$ cat config.mk
export PLATFORM = sky130hd
export DESIGN_NAME = hole_disparity_bounds
export DESIGN_NICKNAME = d
export VERILOG_FILES = /design/src/hw/rtl/hdb_pkg.sv /design/src/hw/rtl/hdb_front.sv /design/src/hw/rtl/hdb_queue.sv /design/src/hw/rtl/hdb_back.sv /design/src/hw/rtl/hole_disparity_bounds.sv
export SDC_FILE = /design/constraint.sdc
export NUM_CORES = 1
export LEC_CHECK = 0
export BUFFER_PORTS_ARGS = -buffer_cell sky130_fd_sc_hd__clkbuf_2
export CORE_AREA = 10 10 163 165
export CTS_CLUSTER_DIAMETER = 80
export DETAILED_ROUTE_END_ITERATION = 7
export DIE_AREA = 0 0 173 175
export PLACE_DENSITY = 0.73
export SKIP_CTS_REPAIR_TIMING = 1
export SYNTH_ARGS = -nofsm -noshare
export SYNTH_HDL_FRONTEND = slang
export SYNTH_SLANG_ARGS = --single-unit
$ cat constraint.sdc
create_clock -name clk -period 5.1 [get_ports clk]
set_input_delay 0 -clock clk [delete_from_list [all_inputs] [get_ports clk]]
set_output_delay 0 -clock clk [all_outputs]
set_load 0.02 [all_outputs]
$ cat src/hw/rtl/hdb_pkg.sv
package hdb_pkg;

  // Longest hole run before it closes, and the widest hole run that can be pending.
  localparam int ROW_LEN = 64;
  localparam int DISP_W  = 16;
  localparam int CNT_W   = $clog2(ROW_LEN + 1);

  // Run queue between the front and the back.
  localparam int Q_DEPTH = 4;
  localparam int QPTR_W  = $clog2(Q_DEPTH);
  localparam int QCNT_W  = $clog2(Q_DEPTH + 1);

  typedef logic signed [DISP_W-1:0] disp_t;

  // Configuration register indexes.
  typedef enum logic [0:0] {
    CFG_MIN_DISP = 1'b0,
    CFG_MAX_DISP = 1'b1
  } cfg_idx_t;

  localparam disp_t MIN_DISP_RST = 16'sd0;
  localparam disp_t MAX_DISP_RST = 16'sd16384;

  // One closed run: a number of holes sharing one range, optionally
  // followed by the known sample that closed it.
  typedef struct packed {
    logic [CNT_W-1:0] hole_count;
    disp_t            low;
    disp_t            high;
    logic             hole_done;
    logic             has_known;
    logic             known_done;
  } run_cmd_t;

endpackage

$ cat src/hw/rtl/hdb_front.sv
module hdb_front import hdb_pkg::*; (
  input  logic          clk,
  input  logic          rst,
  input  logic          cfg_valid,
  output logic          cfg_ready,
  input  logic [0:0]    cfg_index,
  input  logic [15:0]   cfg_data,
  input  logic          in_valid,
  output logic          in_ready,
  input  logic          is_known,
  input  disp_t         disparity,
  input  logic          end_of_row,
  input  logic          q_full,
  output logic          push,
  output run_cmd_t      push_cmd
);

  disp_t            min_disparity;
  disp_t            max_disparity;
  logic             left_known;
  disp_t            left_value;
  logic [CNT_W-1:0] pending;

  logic             accept;
  logic [CNT_W-1:0] pending_inc;
  logic             close_hole;
  disp_t            lo;
  disp_t            hi;

  assign cfg_ready   = 1'b1;
  assign in_ready    = !q_full;
  assign accept      = in_valid && in_ready;
  assign pending_inc = pending + CNT_W'(1);
  assign close_hole  = !is_known && (end_of_row || (pending_inc >= CNT_W'(ROW_LEN)));
  assign push        = accept && (is_known || close_hole);

  // Range of the run from the left neighbor and, for a known sample, the right one.
  always_comb begin
    priority if (left_known && is_known) begin
      lo = (left_value < disparity) ? left_value : disparity;
      hi = (left_value < disparity) ? disparity : left_value;
    end else if (left_known) begin
      lo = min_disparity;
      hi = left_value;
    end else if (is_known) begin
      lo = min_disparity;
      hi = disparity;
    end else begin
      lo = min_disparity;
      hi = max_disparity;
    end
  end

  always_comb begin
    push_cmd.hole_count = is_known ? pending : pending_inc;
    push_cmd.low        = lo;
    push_cmd.high       = hi;
    push_cmd.hole_done  = !is_known;
    push_cmd.has_known  = is_known;
    push_cmd.known_done = is_known && end_of_row;
  end

  // Configuration registers.
  always_ff @(posedge clk) begin
    if (rst) begin
      min_disparity <= MIN_DISP_RST;
      max_disparity <= MAX_DISP_RST;
    end else if (cfg_valid && cfg_ready) begin
      unique case (cfg_idx_t'(cfg_index))
        CFG_MIN_DISP: min_disparity <= disp_t'(cfg_data);
        CFG_MAX_DISP: max_disparity <= disp_t'(cfg_data);
      endcase
    end
  end

  // Row state: last known sample and the open hole run.
  always_ff @(posedge clk) begin
    if (rst) begin
      left_known <= 1'b0;
      left_value <= '0;
      pending    <= '0;
    end else if (accept) begin
      if (is_known) begin
        pending    <= '0;
        left_known <= !end_of_row;
        left_value <= end_of_row ? disp_t'(0) : disparity;
      end else if (close_hole) begin
        pending    <= '0;
        left_known <= 1'b0;
        left_value <= '0;
      end else begin
        pending <= pending_inc;
      end
    end
  end

endmodule

$ cat src/hw/rtl/hdb_queue.sv
module hdb_queue import hdb_pkg::*; (
  input  logic     clk,
  input  logic     rst,
  input  logic     push,
  input  run_cmd_t push_cmd,
  input  logic     pop,
  output run_cmd_t head,
  output logic     full,
  output logic     empty
);

  run_cmd_t          entries [Q_DEPTH];
  logic [QPTR_W-1:0] wr_ptr;
  logic [QPTR_W-1:0] rd_ptr;
  logic [QCNT_W-1:0] count;

  assign full  = (count == QCNT_W'(Q_DEPTH));
  assign empty = (count == '0);
  assign head  = entries[rd_ptr];

  // Pointers and fill level.
  always_ff @(posedge clk) begin
    if (rst) begin
      wr_ptr <= '0;
      rd_ptr <= '0;
      count  <= '0;
    end else begin
      if (push) wr_ptr <= (wr_ptr == QPTR_W'(Q_DEPTH - 1)) ? '0 : wr_ptr + QPTR_W'(1);
      if (pop)  rd_ptr <= (rd_ptr == QPTR_W'(Q_DEPTH - 1)) ? '0 : rd_ptr + QPTR_W'(1);
      if (push && !pop)      count <= count + QCNT_W'(1);
      else if (pop && !push) count <= count - QCNT_W'(1);
    end
  end

  // Entry storage.
  always_ff @(posedge clk) begin
    if (push) entries[wr_ptr] <= push_cmd;
  end

endmodule

$ cat src/hw/rtl/hdb_back.sv
module hdb_back import hdb_pkg::*; (
  input  logic     clk,
  input  logic     rst,
  input  run_cmd_t head,
  input  logic     q_empty,
  output logic     pop,
  output logic     out_valid,
  input  logic     out_ready,
  output logic     is_hole,
  output disp_t    low_bound,
  output disp_t    high_bound,
  output logic     row_done
);

  logic [CNT_W-1:0] rem;
  disp_t            cur_low;
  disp_t            cur_high;
  logic             cur_hole_done;
  logic             cur_has_known;
  logic             cur_known_done;

  logic             cur_busy;
  logic             out_free;

  assign cur_busy = (rem != '0) || cur_has_known;
  assign out_free = !out_valid || out_ready;
  assign pop      = !cur_busy && !q_empty;

  // Load a run from the queue, then play its holes and the closing sample out.
  always_ff @(posedge clk) begin
    if (rst) begin
      rem           <= '0;
      cur_has_known <= 1'b0;
      out_valid     <= 1'b0;
    end else begin
      if (pop) begin
        if (out_ready) out_valid <= 1'b0;
        rem            <= head.hole_count;
        cur_low        <= head.low;
        cur_high       <= head.high;
        cur_hole_done  <= head.hole_done;
        cur_has_known  <= head.has_known;
        cur_known_done <= head.known_done;
      end else if (cur_busy && out_free) begin
        out_valid <= 1'b1;
        if (rem != '0) begin
          is_hole    <= 1'b1;
          low_bound  <= cur_low;
          high_bound <= cur_high;
          row_done   <= cur_hole_done && (rem == CNT_W'(1));
          rem        <= rem - CNT_W'(1);
        end else begin
          is_hole       <= 1'b0;
          low_bound     <= '0;
          high_bound    <= '0;
          row_done      <= cur_known_done;
          cur_has_known <= 1'b0;
        end
      end else if (out_ready) begin
        out_valid <= 1'b0;
      end
    end
  end

endmodule

$ cat src/hw/rtl/hole_disparity_bounds.sv
// A known sample leaves through the run queue, the back end's run registers
// and the output register, after the held hole run ahead of it; holes leave
// only when their run closes. The block takes one request per cycle while the
// 4-entry run queue has room; the back end plays out one result per cycle
// within a run while out_ready holds. Reset (synchronous, active high) clears
// row state, queue and output valid and restores the range registers to 0 and 64.0.
module hole_disparity_bounds import hdb_pkg::*; (
  input  logic        clk,
  input  logic        rst,
  input  logic        cfg_valid,
  output logic        cfg_ready,
  input  logic [0:0]  cfg_index,
  input  logic [15:0] cfg_data,
  input  logic        in_valid,
  output logic        in_ready,
  input  logic        is_known,
  input  logic signed [15:0] disparity,
  input  logic        end_of_row,
  output logic        out_valid,
  input  logic        out_ready,
  output logic        is_hole,
  output logic signed [15:0] low_bound,
  output logic signed [15:0] high_bound,
  output logic        row_done
);

  logic     push;
  run_cmd_t push_cmd;
  logic     pop;
  run_cmd_t head;
  logic     q_full;
  logic     q_empty;

  // Front end: row tracking and run closing.
  hdb_front u_front (
    .clk        (clk),
    .rst        (rst),
    .cfg_valid  (cfg_valid),
    .cfg_ready  (cfg_ready),
    .cfg_index  (cfg_index),
    .cfg_data   (cfg_data),
    .in_valid   (in_valid),
    .in_ready   (in_ready),
    .is_known   (is_known),
    .disparity  (disparity),
    .end_of_row (end_of_row),
    .q_full     (q_full),
    .push       (push),
    .push_cmd   (push_cmd)
  );

  // Closed runs waiting for the back end.
  hdb_queue u_queue (
    .clk      (clk),
    .rst      (rst),
    .push     (push),
    .push_cmd (push_cmd),
    .pop      (pop),
    .head     (head),
    .full     (q_full),
    .empty    (q_empty)
  );

  // Back end: result emission.
  hdb_back u_back (
    .clk        (clk),
    .rst        (rst),
    .head       (head),
    .q_empty    (q_empty),
    .pop        (pop),
    .out_valid  (out_valid),
    .out_ready  (out_ready),
    .is_hole    (is_hole),
    .low_bound  (low_bound),
    .high_bound (high_bound),
    .row_done   (row_done)
  );

endmodule

==> results of run 1 <==
-- cell type report --
class	instances	area [um^2]	share of cell area, %
multi-input cells	548	3935	26.43
repair buffers	124	828.3	5.563
inverters	25	93.84	0.6303
well taps	319	399.1	2.681
flip-flops and latches	310	8571	57.56
clock buffers	38	853.3	5.731
clock inverters	17	209.0	1.403
-- metrics by stage --
stage / hold slack, ns / power (uW)
2_1_floorplan: 0.09887 / 4291
3_3_place_gp: 0.2292 / 4676
3_5_place_dp: 0.2448 / 4711
4_1_cts: -0.3321 / 7043
5_1_grt: 0.01985 / 7319
6_report: -0.006615 / 7019
-- cells in the mapped netlist (2+ instances only) --
cell type / n
nor2b_1: 20
a21o_1: 16
xor2_1: 9
o21ai_1: 20
nand2b_1: 4
edfxtp_1: 236
dfxtp_1: 74
buf_1: 2
a32oi_1: 15
mux4_2: 42
ha_1: 24
buf_6: 3
nand3_4: 2
clkbuf_1: 46
nor4_1: 2
nor2_1: 56
nor3_1: 12
o21a_1: 3
a211oi_1: 2
buf_2: 5
nand4_1: 2
xnor2_1: 4
or3_1: 6
nand2_1: 101
nand3b_1: 2
buf_4: 3
inv_1: 24
a22oi_1: 17
a21oi_1: 57
a31oi_1: 15
nand3_1: 22
and2_1: 40
o21ai_0: 33
-- cells by family after synthesis --
logic type,after synthesis,share of synthesized area (%)
compound gates,187,9.007
simple gates,278,10.53
flops,310,66.75
buf+inv,84,2.768
other cells,1,0.02921
mux,44,7.535
fa+ha+maj,25,2.495
xor+xnor,13,0.8870
-- power groups by stage --
| stage | logic [uW] | clock network, uW | registers [uW] |
|---|---|---|---|
| 2_1_floorplan | 886 | 0 | 3400 |
| 3_3_place_gp | 1330 | 0 | 3350 |
| 3_5_place_dp | 1350 | 0 | 3360 |
| 4_1_cts | 1360 | 2370 | 3310 |
| 5_1_grt | 1500 | 2470 | 3350 |
| 6_report | 1370 | 2340 | 3310 |
-- sequential cells by signal, indices dropped and copies added (netlist names), 2 cells and up, named ones only --
name	flops
u_front.max_disparity	16
u_back.rem	7
u_back.cur_high	16
u_front.min_disparity	16
u_front.pending	7
u_front.left_value	16
u_queue.rd_ptr	2
u_back.cur_low	16
u_queue.count	3
u_back.low_bound	16
u_queue.wr_ptr	2
u_queue.entries	168
u_back.high_bound	16
-- placed cells by master, fill, tap and decap left out, drive strengths merged, types with 16 or more instances in the layout --
| cell type | instances |
|---|---|
| inv | 25 |
| ha | 24 |
| edfxtp | 236 |
| a21o | 16 |
| dlygate4sd3 | 34 |
| a22oi | 17 |
| nand2 | 101 |
| o21ai | 54 |
| mux4 | 42 |
| a21oi | 58 |
| clkbuf | 113 |
| nor2 | 56 |
| dfxtp | 74 |
| nor2b | 20 |
| nand3 | 24 |
| and2 | 40 |
-- critical path, cell delays in order (launching register included) --
cell and delay (ns):
dfxtp_1 0.39, ha_1 0.27, a2111oi_2 0.50, nor4_1 0.19
nor3_2 0.88, buf_4 0.39, o21ai_1 0.11, a32oi_1 0.52
-- routing by layer --
| layer | vias up | share of wire [%] |
|---|---|---|
| met5 | - | 0 |
| met4 | 0 | 1.9 |
| met3 | 35 | 8.8 |
| met2 | 335 | 47 |
| met1 | 3918 | 43 |
| li1 | 3694 | - |
-- worst max-delay path by stage --
stage	start	to	slack [ns]	cells after the start
floorplan	u_back.rem[0]$_SDFFE_PP0P_	u_back.high_bound[0]$_SDFFCE_PN0P_	1.15	6
global placement	u_front.pending[0]$_SDFFE_PP0P_	u_queue.entries[3][30]$_DFFE_PP_	1.66	9
detailed placement	u_front.pending[0]$_SDFFE_PP0P_	u_queue.entries[3][30]$_DFFE_PP_	1.61	9
CTS	u_front.pending[0]$_SDFFE_PP0P_	u_queue.entries[3][32]$_DFFE_PP_	1.59	9
global route	u_front.pending[0]$_SDFFE_PP0P_	u_queue.entries[3][18]$_DFFE_PP_	1.40	9
finish	u_front.left_value[1]$_SDFFE_PP0P_	u_queue.entries[0][11]$_DFFE_PP_	1.56	7
==> out/results.txt, run 1 <==
Final worst-path cycle share: 69.44%
Die Height: 175 um
WP data arrival: 3.81 ns
Crit path kind: reg -> reg
Number of cells on the worst reg-to-reg path: 7
Hold Path Cell Cnt: 4
Largest net degree at the start of global routing: 75
Initial antenna violation count: 0
Pre-antenna DRT Iters: 6
H-tree Lvls: 1
Number of global-route vias before repair: 7515
Worst reg2reg startpoint: u_front.left_value[1]$_SDFFE_PP0P_
Sw power: 1900 uW
Clock Skew: 0.01104 ns
Fmax: 282.4 MHz
Seq/Total Area, Yosys: 66.75%
Cell Count, Final, Fillers Out: 1381
Netlist cell types: 56
Iter 0 DRT Violations: 955
Placed Area: 13490 um^2
Final GP Congestion: 0.8985
R2r setup slk: 1.56 ns
Initial Util: 55.18%
Setup WS post-layout: 1.558 ns
Fill cell count: 1727
Gr ovfl total: 0
Syn Nets: 1007
Peak VDD IR: 0.2871 mV
Seq pwr share: 47.1%
Core ar.: 23260 um^2
Post-synth top area cell: edfxtp_1
Diodes inserted: 0
CTS tree: done
Busiest grt layer: met2
Cell-internal power: 5119 uW
Cell count after synthesis: 942
Post-route DRC: 0
Worst r2r dst: u_queue.entries[0][11]$_DFFE_PP_
Max-Slew Margin vs Limit: 11.06%
Share of the synthesized area in the top cell type: 55.21%
#FFs+latches synth: 310
# clock sinks: 310
Die Span X: 173 um
Final ANT Viol Nets: 0
Synth warn: 0
Reg clk slew, reported paths: 0.06 ns
Final Hold Slack: -0.006615 ns
EDFF count, synth: 236
IO Pins: 77
Mapped Area: 12840 um^2
FFs w/ async S/R, synth: 0%
Final hold vios: 5
Die area: 30280 um^2
Critical path endpoint category: flip-flop
Num CTS Buffers: 30
Number of max-cap violations: 0
Startpoint types: flip-flop
Root Buffer: clkbuf_16
Met3 Use GR: 4.139%
Skew-Pair Late Insertion Delay: 0.55 ns
Status: finished, violations left
Post-placement cell count: 1292
Finished Cell Area: 14890 um^2
Post-DP HPWL: 17640 um
Clock Tree Buf Depth: 3
Clock network fraction of design power: 33.3%
Via count: 7982
Final Max Slew Viols: 0
Wire per inst: 20.56 um
Share of cells above drive strength 1: 19.02%
P per Cell Area: 471.4 nW/um^2
Cell Rows: 56
Worst-margin pin slew: 1.327 ns
Met1 Use GR: 24.90%
GRT Util Overall: 18.05%
CP Max Fanout: 17
Endpoints failing setup: 0
First-pass GRT wire length: 43650 um
Min-Delay Endpoint: u_front.min_disparity[1]$_SDFFE_PP0P_
Setup TNS: 0 ns
Post-Route WL: 28400 um
Main synth FF type: edfxtp_1
Worst EP required: 5.37 ns
Syn Area/Cell: 13.63 um^2
Pleak: 0.005358 uW
Pre-CTS WS: 1.607 ns
Worst hold path class: in -> reg
Comb pwr share: 19.5%
Violated checks: hold timing
Final nets: 1104
Post-layout min period: 3.542 ns
Drt via density: 5.780
Port bufs: 75
HP Start: cfg_index
RSZ-0062 raised after global routing: false
Synth-to-Final Area Change: 16.00%
Largest cells by area after synthesis: edfxtp_1 55%, dfxtp_1 12%, mux4_2 7.4%, nand2_1 3.0%, ha_1 2.3%
Core Util, Final: 64.01%
Grt met2 use: 28.42%
Sw Ratio: 27.07%
Power figures use the tool's default switching activity.
==> run 2, diff against run 1 <==
--- a/config.mk
+++ b/config.mk
@@ -5,11 +5,12 @@
 export SDC_FILE = /design/constraint.sdc
 export NUM_CORES = 1
 export LEC_CHECK = 0
+export ABC_AREA = 1
 export BUFFER_PORTS_ARGS = -buffer_cell sky130_fd_sc_hd__clkbuf_2
-export CORE_AREA = 10 10 163 165
+export CORE_AREA = 10 10 165 167
 export CTS_CLUSTER_DIAMETER = 80
 export DETAILED_ROUTE_END_ITERATION = 7
-export DIE_AREA = 0 0 173 175
+export DIE_AREA = 0 0 175 177
 export PLACE_DENSITY = 0.73
 export SKIP_CTS_REPAIR_TIMING = 1
 export SYNTH_ARGS = -nofsm -noshare
==> constraint.sdc (replaced) <==
create_clock -name clk -period 3.5 [get_ports clk]
set_input_delay 0 -clock clk [delete_from_list [all_inputs] [get_ports clk]]
set_output_delay 0 -clock clk [all_outputs]
set_load 0.02 [all_outputs]
==> out/results.txt, run 2 <==
Status: finished, final reports clean
Slowest-stage cell, CP: dfxtp_1
Post-DP HPWL: 18400 um (+4.3%)
Post-layout min period: 2.884 ns (-0.6573 ns)
Fmax: 346.7 MHz (+23%)
Final nets: 1424 (+29%)
Final ANT Viol Nets: 0 (unchanged)
Critical path endpoint category: flip-flop
Wire per inst: 16.79 um (-18%)
#FFs+latches synth: 310 (unchanged)
Pre-CTS WS: 0.6325 ns (-0.9746 ns)
Peak VDD IR: 0.4876 mV (+70%)
Synth warn: 0 (unchanged)
Iter 0 DRT Violations: 927 (-2.9%)
Post-route DRC: 0 (unchanged)
Worst Setup SP: u_front.pending[0]$_SDFFE_PP0P_
Commonest cells after routing, fill and taps aside: 236 x edfxtp_1, 200 x nor2_1, 157 x o21ai_0, 124 x nand3_1, 121 x nand2_1
Syn Nets: 1332 (+32%)
Initial Util: 54.85% (-0.33 points)
Final GP Congestion: 0.8430 (-6.2%)
Setup TNS: 0 ns (unchanged)
Die Span X: 175 um (+1.2%)
CP Max Fanout: 25 (+8)
Worst hold path class: in -> reg
Main synth FF type: edfxtp_1
Worst-margin pin slew: 1.069 ns (-0.2580 ns)
CTS tree: done
Number of max-cap violations: 0 (unchanged)
Core Util, Final: 63.62% (-0.39 points)
Final hold vios: 0 (-5)
Post-Route WL: 28670 um (+0.95%)
Share of cells above drive strength 1: 12.36% (-6.7 points)
Sequential cell area: 8569 um^2 (about the same)
CP Cell Sequence: ha_1 > nand4_2 > nor2_2 > xor2_2 > nor2_4 > nand2_4 > nand2_4 > inv_1 > ha_1 > inv_1 > fa_1 > a21oi_1 > o21ai_0 > o21ai_0 > a21oi_1
Post-synth top area cell: edfxtp_1
Hold Path Cell Cnt: 4 (unchanged)
Endpoints failing setup: 0 (unchanged)
Worst EP required: 3.94 ns (-1.43 ns)
Biggest register: u_queue.entries
Synth cell count leaders: 236 x edfxtp_1, 204 x nor2_1, 157 x o21ai_0
Crit path kind: reg -> reg
Most common cell after layout, fill and taps aside: edfxtp_1
Die area: 30980 um^2 (+2.3%)
Via count: 9426 (+18%)
Root Buffer: clkbuf_16
Sw Ratio: 30.79% (+3.7 points)
Min-Delay Endpoint: u_front.min_disparity[14]$_SDFFE_PP0P_
EDFF count, synth: 236 (unchanged)
Synth-to-Final Area Change: 15.98% (about the same)
Final worst-path cycle share: 82.41% (+13 points)
Netlist cell types: 39 (-30%)
Largest cells by area after synthesis: edfxtp_1 54%, dfxtp_1 11%, o21ai_0 6.0%, nor2_1 5.8%, nand3_1 4.7%
Die Height: 177 um (+1.1%)
Seq/Total Area, Yosys: 65.19% (-1.6 points)
Cell count after synthesis: 1267 (+35%)
Setup WS post-layout: 0.6157 ns (-0.9427 ns)
Comb pwr share: 23.6% (+4.1 points)
Area of the multi-input gates: 3896 um^2 (-0.99%)
Mapped Area: 13140 um^2 (+2.4%)
Share of the synthesized area in the top cell type: 53.92% (-1.3 points)
Largest net degree at the start of global routing: 85 (+13%)
Cell Rows: 57 (+1.8%)
Number of global-route vias before repair: 8855 (+18%)
Port bufs: 75 (unchanged)
CP top delay family: adder cells
Seq pwr share: 45.8% (-1.3 points)
H-tree Lvls: 1 (unchanged)
Fill cell count: 1905 (+10%)
Max-Slew Margin vs Limit: 28.74% (+18 points)
FFs w/ async S/R, synth: 0% (unchanged)
WP data arrival: 3.32 ns (-0.49 ns)
Count leader, synth: edfxtp_1
Number of cells on the worst reg-to-reg path: 15 (+8)
Num CTS Buffers: 30 (unchanged)
R2r setup slk: 0.62 ns (-0.94 ns)
Max FFs per register: 168 (unchanged)
Pleak: 0.005987 uW (+12%)
Core ar.: 23960 um^2 (+3.0%)
Cell-internal power: 7300 uW (+43%)
First-pass GRT wire length: 45210 um (+3.6%)
RSZ-0062 raised after global routing: false
Syn Area/Cell: 10.37 um^2 (-24%)
# clock sinks: 310 (unchanged)
Worst reg2reg startpoint: u_front.pending[0]$_SDFFE_PP0P_
Sw power: 3248 uW (+71%)
Startpoint types: flip-flop
Diodes inserted: 0 (unchanged)
GRT Util Overall: 17.74% (-0.32 points)
Reg clk slew, reported paths: 0.06 ns (about the same)
P per Cell Area: 691.9 nW/um^2 (+47%)
Final Max Slew Viols: 0 (unchanged)
Pre-antenna DRT Iters: 5 (-1)
HP Start: cfg_index
Clock network fraction of design power: 30.6% (-2.7 points)
Clock Tree Buf Depth: 3 (unchanged)
Skew-Pair Late Insertion Delay: 0.55 ns (about the same)
IO Pins: 77 (unchanged)
Worst r2r dst: u_queue.count[2]$_SDFFE_PP0P_
Drt via density: 5.522 (-4.5%)
Gr ovfl total: 0 (unchanged)
Clock Skew: 0.01265 ns (+0.001605 ns)
Initial antenna violation count: 0 (unchanged)
Crit path largest cell delay: 0.39 ns (-0.49 ns)
Crit path buf inv count: 2 (+1)
run 2: metrics by stage:
stage	area (um^2)	instances	hold WS (ns)	power, uW
3_5_place_dp	13900	1617	0.2366	7366
6_report	15240	1707	0.02830	10550
2_1_floorplan	13150	1267	0.09887	6595
3_3_place_gp	13900	1617	0.2217	7303
5_1_grt	15240	1707	0.04107	11070
4_1_cts	14900	1673	-0.3336	10580
run 2: worst reg2reg max path: stages, from the launching register on:
cell     delay (ns)
dfxtp_1        0.39
ha_1           0.26
nand4_2        0.17
nor2_2         0.15
xor2_2         0.22
nor2_4         0.09
nand2_4        0.07
nand2_4        0.20
inv_1          0.15
ha_1           0.15
inv_1          0.07
fa_1           0.38
a21oi_1        0.15
o21ai_0        0.11
o21ai_0        0.16
a21oi_1        0.06
run 2: area by class of cell:
cell class	count	share of cell area [%]
multi-input cells	776	25.56
repair buffers	132	6.320
inverters	109	2.684
clock buffers	42	5.556
clock inverters	14	1.010
well taps	324	2.659
flip-flops and latches	310	56.21
run 2: power by group through the flow:
stage                     clock network (uW)  logic, uW  registers [uW]
after floorplan                            0       1530            5070
after global placement                     0       2410            4900
after detailed placement                   0       2460            4910
after CTS                               3270       2470            4830
after global routing                    3430       2770            4880
final                                   3230       2480            4830
run 2: how the worst max path moves through the flow:
stage | endpoint | cells after the start
2_1_floorplan | u_queue.entries[0][0]$_DFFE_PP_ | 9
3_3_place_gp | u_queue.count[2]$_SDFFE_PP0P_ | 15
3_5_place_dp | u_queue.count[2]$_SDFFE_PP0P_ | 15
4_1_cts | u_queue.count[2]$_SDFFE_PP0P_ | 15
5_1_grt | u_queue.count[2]$_SDFFE_PP0P_ | 15
6_report | u_queue.count[2]$_SDFFE_PP0P_ | 15
run 2: per-layer routing:
layer  wire, um  up-vias  share of wire, %  GRT usage, %
li1           -     4583                 -             -
met2      13370      367                47         28.99
met1      12620     4428                44         23.95
met3       2115       48               7.4         3.051
met5          0        -                 0             0
met4        561        0               2.0         5.157
run 2: cells by family after synthesis:
| group | count (synthesis) | synth area share (%) |
|---|---|---|
| AO/OA/AOI/OAI | 273 | 11.11 |
| flip-flops | 310 | 65.19 |
| other | 1 | 0.02853 |
| adder cells (fa/ha/maj) | 25 | 2.437 |
| buffers and inverters | 181 | 5.483 |
| AND/OR/NAND/NOR | 472 | 15.36 |
| XOR/XNOR | 5 | 0.3904 |
==> run 3, diff against run 2 <==
--- a/config.mk
+++ b/config.mk
@@ -7,11 +7,11 @@
 export LEC_CHECK = 0
 export ABC_AREA = 1
 export BUFFER_PORTS_ARGS = -buffer_cell sky130_fd_sc_hd__clkbuf_2
-export CORE_AREA = 10 10 165 167
+export CORE_AREA = 10 10 166 168
 export CTS_CLUSTER_DIAMETER = 80
 export DETAILED_ROUTE_END_ITERATION = 7
-export DIE_AREA = 0 0 175 177
-export PLACE_DENSITY = 0.73
+export DIE_AREA = 0 0 176 178
+export PLACE_DENSITY = 0.75
 export SKIP_CTS_REPAIR_TIMING = 1
 export SYNTH_ARGS = -nofsm -noshare
 export SYNTH_HDL_FRONTEND = slang
==> constraint.sdc (replaced) <==
create_clock -name clk -period 2.65 [get_ports clk]
set_input_delay 0 -clock clk [delete_from_list [all_inputs] [get_ports clk]]
set_output_delay 0 -clock clk [all_outputs]
set_load 0.02 [all_outputs]
==> out/results.txt, run 3 (synthesis gave the netlist of run 2 again) <==
Status: finished, violations left
Wire per inst: 16.91 um (+0.68%)
Cell Rows: 57 (unchanged)
Via count: 9601 (+1.9%)
CTS tree: done
CP Max Fanout: 7 (-72%)
Iter 0 DRT Violations: 937 (+1.1%)
Most common cell after layout, fill and taps aside: edfxtp_1
Max FFs per register: 168 (unchanged)
Final ANT Viol Nets: 0 (unchanged)
Share of cells above drive strength 1: 13.31% (+0.95 points)
Startpoint types: flip-flop
Placed Area: 13990 um^2 (+0.63%)
Post-route DRC: 0 (unchanged)
Worst-margin pin slew: 0.7957 ns (-0.2732 ns)
Largest net degree at the start of global routing: 85 (unchanged)
H-tree Lvls: 1 (unchanged)
Sequential cell area: 8572 um^2 (about the same)
CP Cell Sequence: ha_4 > nand4_4 > nor2_4 > xor2_2 > nor2_4 > nand2_4 > nand2_4 > inv_1 > ha_1 > inv_1 > fa_1 > a21oi_1 > o21ai_1 > o21ai_1 > a21oi_1
Biggest register: u_queue.entries
Post-layout min period: 2.389 ns (-0.4953 ns)
# clock sinks: 310 (unchanged)
Worst EP required: 3.09 ns (-0.85 ns)
Clock Tree Buf Depth: 3 (unchanged)
Crit path buf inv count: 2 (unchanged)
RSZ-0062 raised after global routing: false
Final nets: 1438 (+0.98%)
Final Max Slew Viols: 0 (unchanged)
Critical path endpoint category: flip-flop
Port bufs: 75 (unchanged)
Commonest cells after routing, fill and taps aside: 236 x edfxtp_1, 200 x nor2_1, 155 x o21ai_0, 124 x nand3_1, 121 x nand2_1
GRT Util Overall: 17.86% (+0.12 points)
CP top delay family: adder cells
Number of global-route vias before repair: 8824 (-0.35%)
Worst hold path class: in -> reg
Pleak: 0.006074 uW (+1.5%)
First-pass GRT wire length: 45730 um (+1.1%)
Drt via density: 5.579 (+1.0%)
Final hold vios: 1 (+1)
Violated checks: hold timing
Peak VDD IR: 0.5880 mV (+21%)
Fmax: 418.6 MHz (+21%)
Num CTS Buffers: 30 (unchanged)
Root Buffer: clkbuf_16
P per Cell Area: 906.3 nW/um^2 (+31%)
WP data arrival: 2.83 ns (-0.49 ns)
Initial antenna violation count: 0 (unchanged)
Crit path kind: reg -> reg
Clock Skew: 0.006152 ns (-0.006494 ns)
Die area: 31330 um^2 (+1.1%)
Die Span X: 176 um (+0.57%)
Post-Route WL: 29100 um (+1.5%)
Skew-Pair Late Insertion Delay: 0.55 ns (about the same)
Synth-to-Final Area Change: 17.19%
Final worst-path cycle share: 90.15% (+7.7 points)
Gr ovfl total: 0 (unchanged)
Post-DP HPWL: 18470 um (+0.39%)
Fill cell count: 1901 (-0.21%)
Max-Slew Margin vs Limit: 46.96% (+18 points)
Slowest-stage cell, CP: fa_1
Initial Util: 54.53% (-0.32 points)
Core ar.: 24110 um^2 (+0.60%)
Crit path largest cell delay: 0.39 ns (about the same)
Finished Cell Area: 15400 um^2 (+1.0%)
Final Hold Slack: -0.02899 ns (-0.05729 ns)
Area of the multi-input gates: 3923 um^2 (+0.67%)
Reg clk slew, reported paths: 0.06 ns (about the same)
Endpoints failing setup: 0 (unchanged)
Pre-antenna DRT Iters: 5 (unchanged)
IO Pins: 77 (unchanged)
Die Height: 178 um (+0.56%)
Final GP Congestion: 0.9188 (+9.0%)
Diodes inserted: 0 (unchanged)
Number of max-cap violations: 0 (unchanged)
[run 3: cell types whose count changed in the layout (fill, tap and decap cells not counted), sizes merged]
cell | previous run | this run
dlygate4sd3 | 34 | 37
inv | 110 | 109
clkinvlp | 3 | 2
clkbuf | 117 | 121
bufinv | 3 | 2
buf | 23 | 34
clkinv | 7 | 6
[run 3: worst reg2reg max path: stages, from the launching register on]
cell     delay (ns)
dfxtp_2        0.35
ha_4           0.16
nand4_4        0.13
nor2_4         0.14
xor2_2         0.21
nor2_4         0.10
nand2_4        0.07
nand2_4        0.04
inv_1          0.06
ha_1           0.14
inv_1          0.07
fa_1           0.39
a21oi_1        0.15
o21ai_1        0.09
o21ai_1        0.14
a21oi_1        0.05
[run 3: routing by layer]
layer / share of wire (%) / vias up / GRT usage [%] / routed length [um]
met5: 0 / - / 0 / 0
met4: 2.0 / 0 / 5.369 / 591
met3: 8.3 / 46 / 3.594 / 2424
met2: 46 / 398 / 28.54 / 13490
met1: 43 / 4550 / 24.25 / 12590
li1: - / 4607 / - / -
[run 3: final cells by class]
type	instances	share of cell area [%]
multi-input combinational	776	25.47
inverter	109	2.656
timing repair buffer	146	7.067
tap	324	2.632
clock buffer	46	5.873
clock inverter	10	0.6579
sequential	310	55.65
[run 3: path summary, 6_finish.rpt]
path | startpoint | endpoint | slack, ns | cells after the start
worst max-delay path | u_front.pending[1]$_SDFFE_PP0P_ | u_queue.count[2]$_SDFFE_PP0P_ | 0.26 | 15
worst max register to register | u_front.pending[1]$_SDFFE_PP0P_ | u_queue.count[2]$_SDFFE_PP0P_ | 0.26 | 15
worst min-delay path | in_valid | u_queue.wr_ptr[0]$_SDFFE_PP0P_ | -0.03 | 7
worst min register to register | u_front.max_disparity[5]$_SDFFE_PP0P_ | u_front.max_disparity[5]$_SDFFE_PP0P_ | 0.48 | 2
[run 3: per-stage QoR]
stage	power, uW	setup slack (ns)	cells	TNS [ns]	utilization [%]
2_1_floorplan	8714	-0.2369	1267	-39.79	-
3_3_place_gp	9643	0.1811	1627	0	58.04
3_5_place_dp	9731	0.1373	1627	0	58.04
4_1_cts	13980	0.09650	1683	0	62.21
5_1_grt	14660	0.005477	1721	0	63.90
6_report	13960	0.2610	1721	0	63.90
[run 3: power breakdown]
part	leakage, uW	switching (uW)	total [uW]	internal, uW
Clock	0.000494	1720	4260	2530
Sequential	0.00280	232	6380	6150
Combinational	0.00278	2310	3320	1010
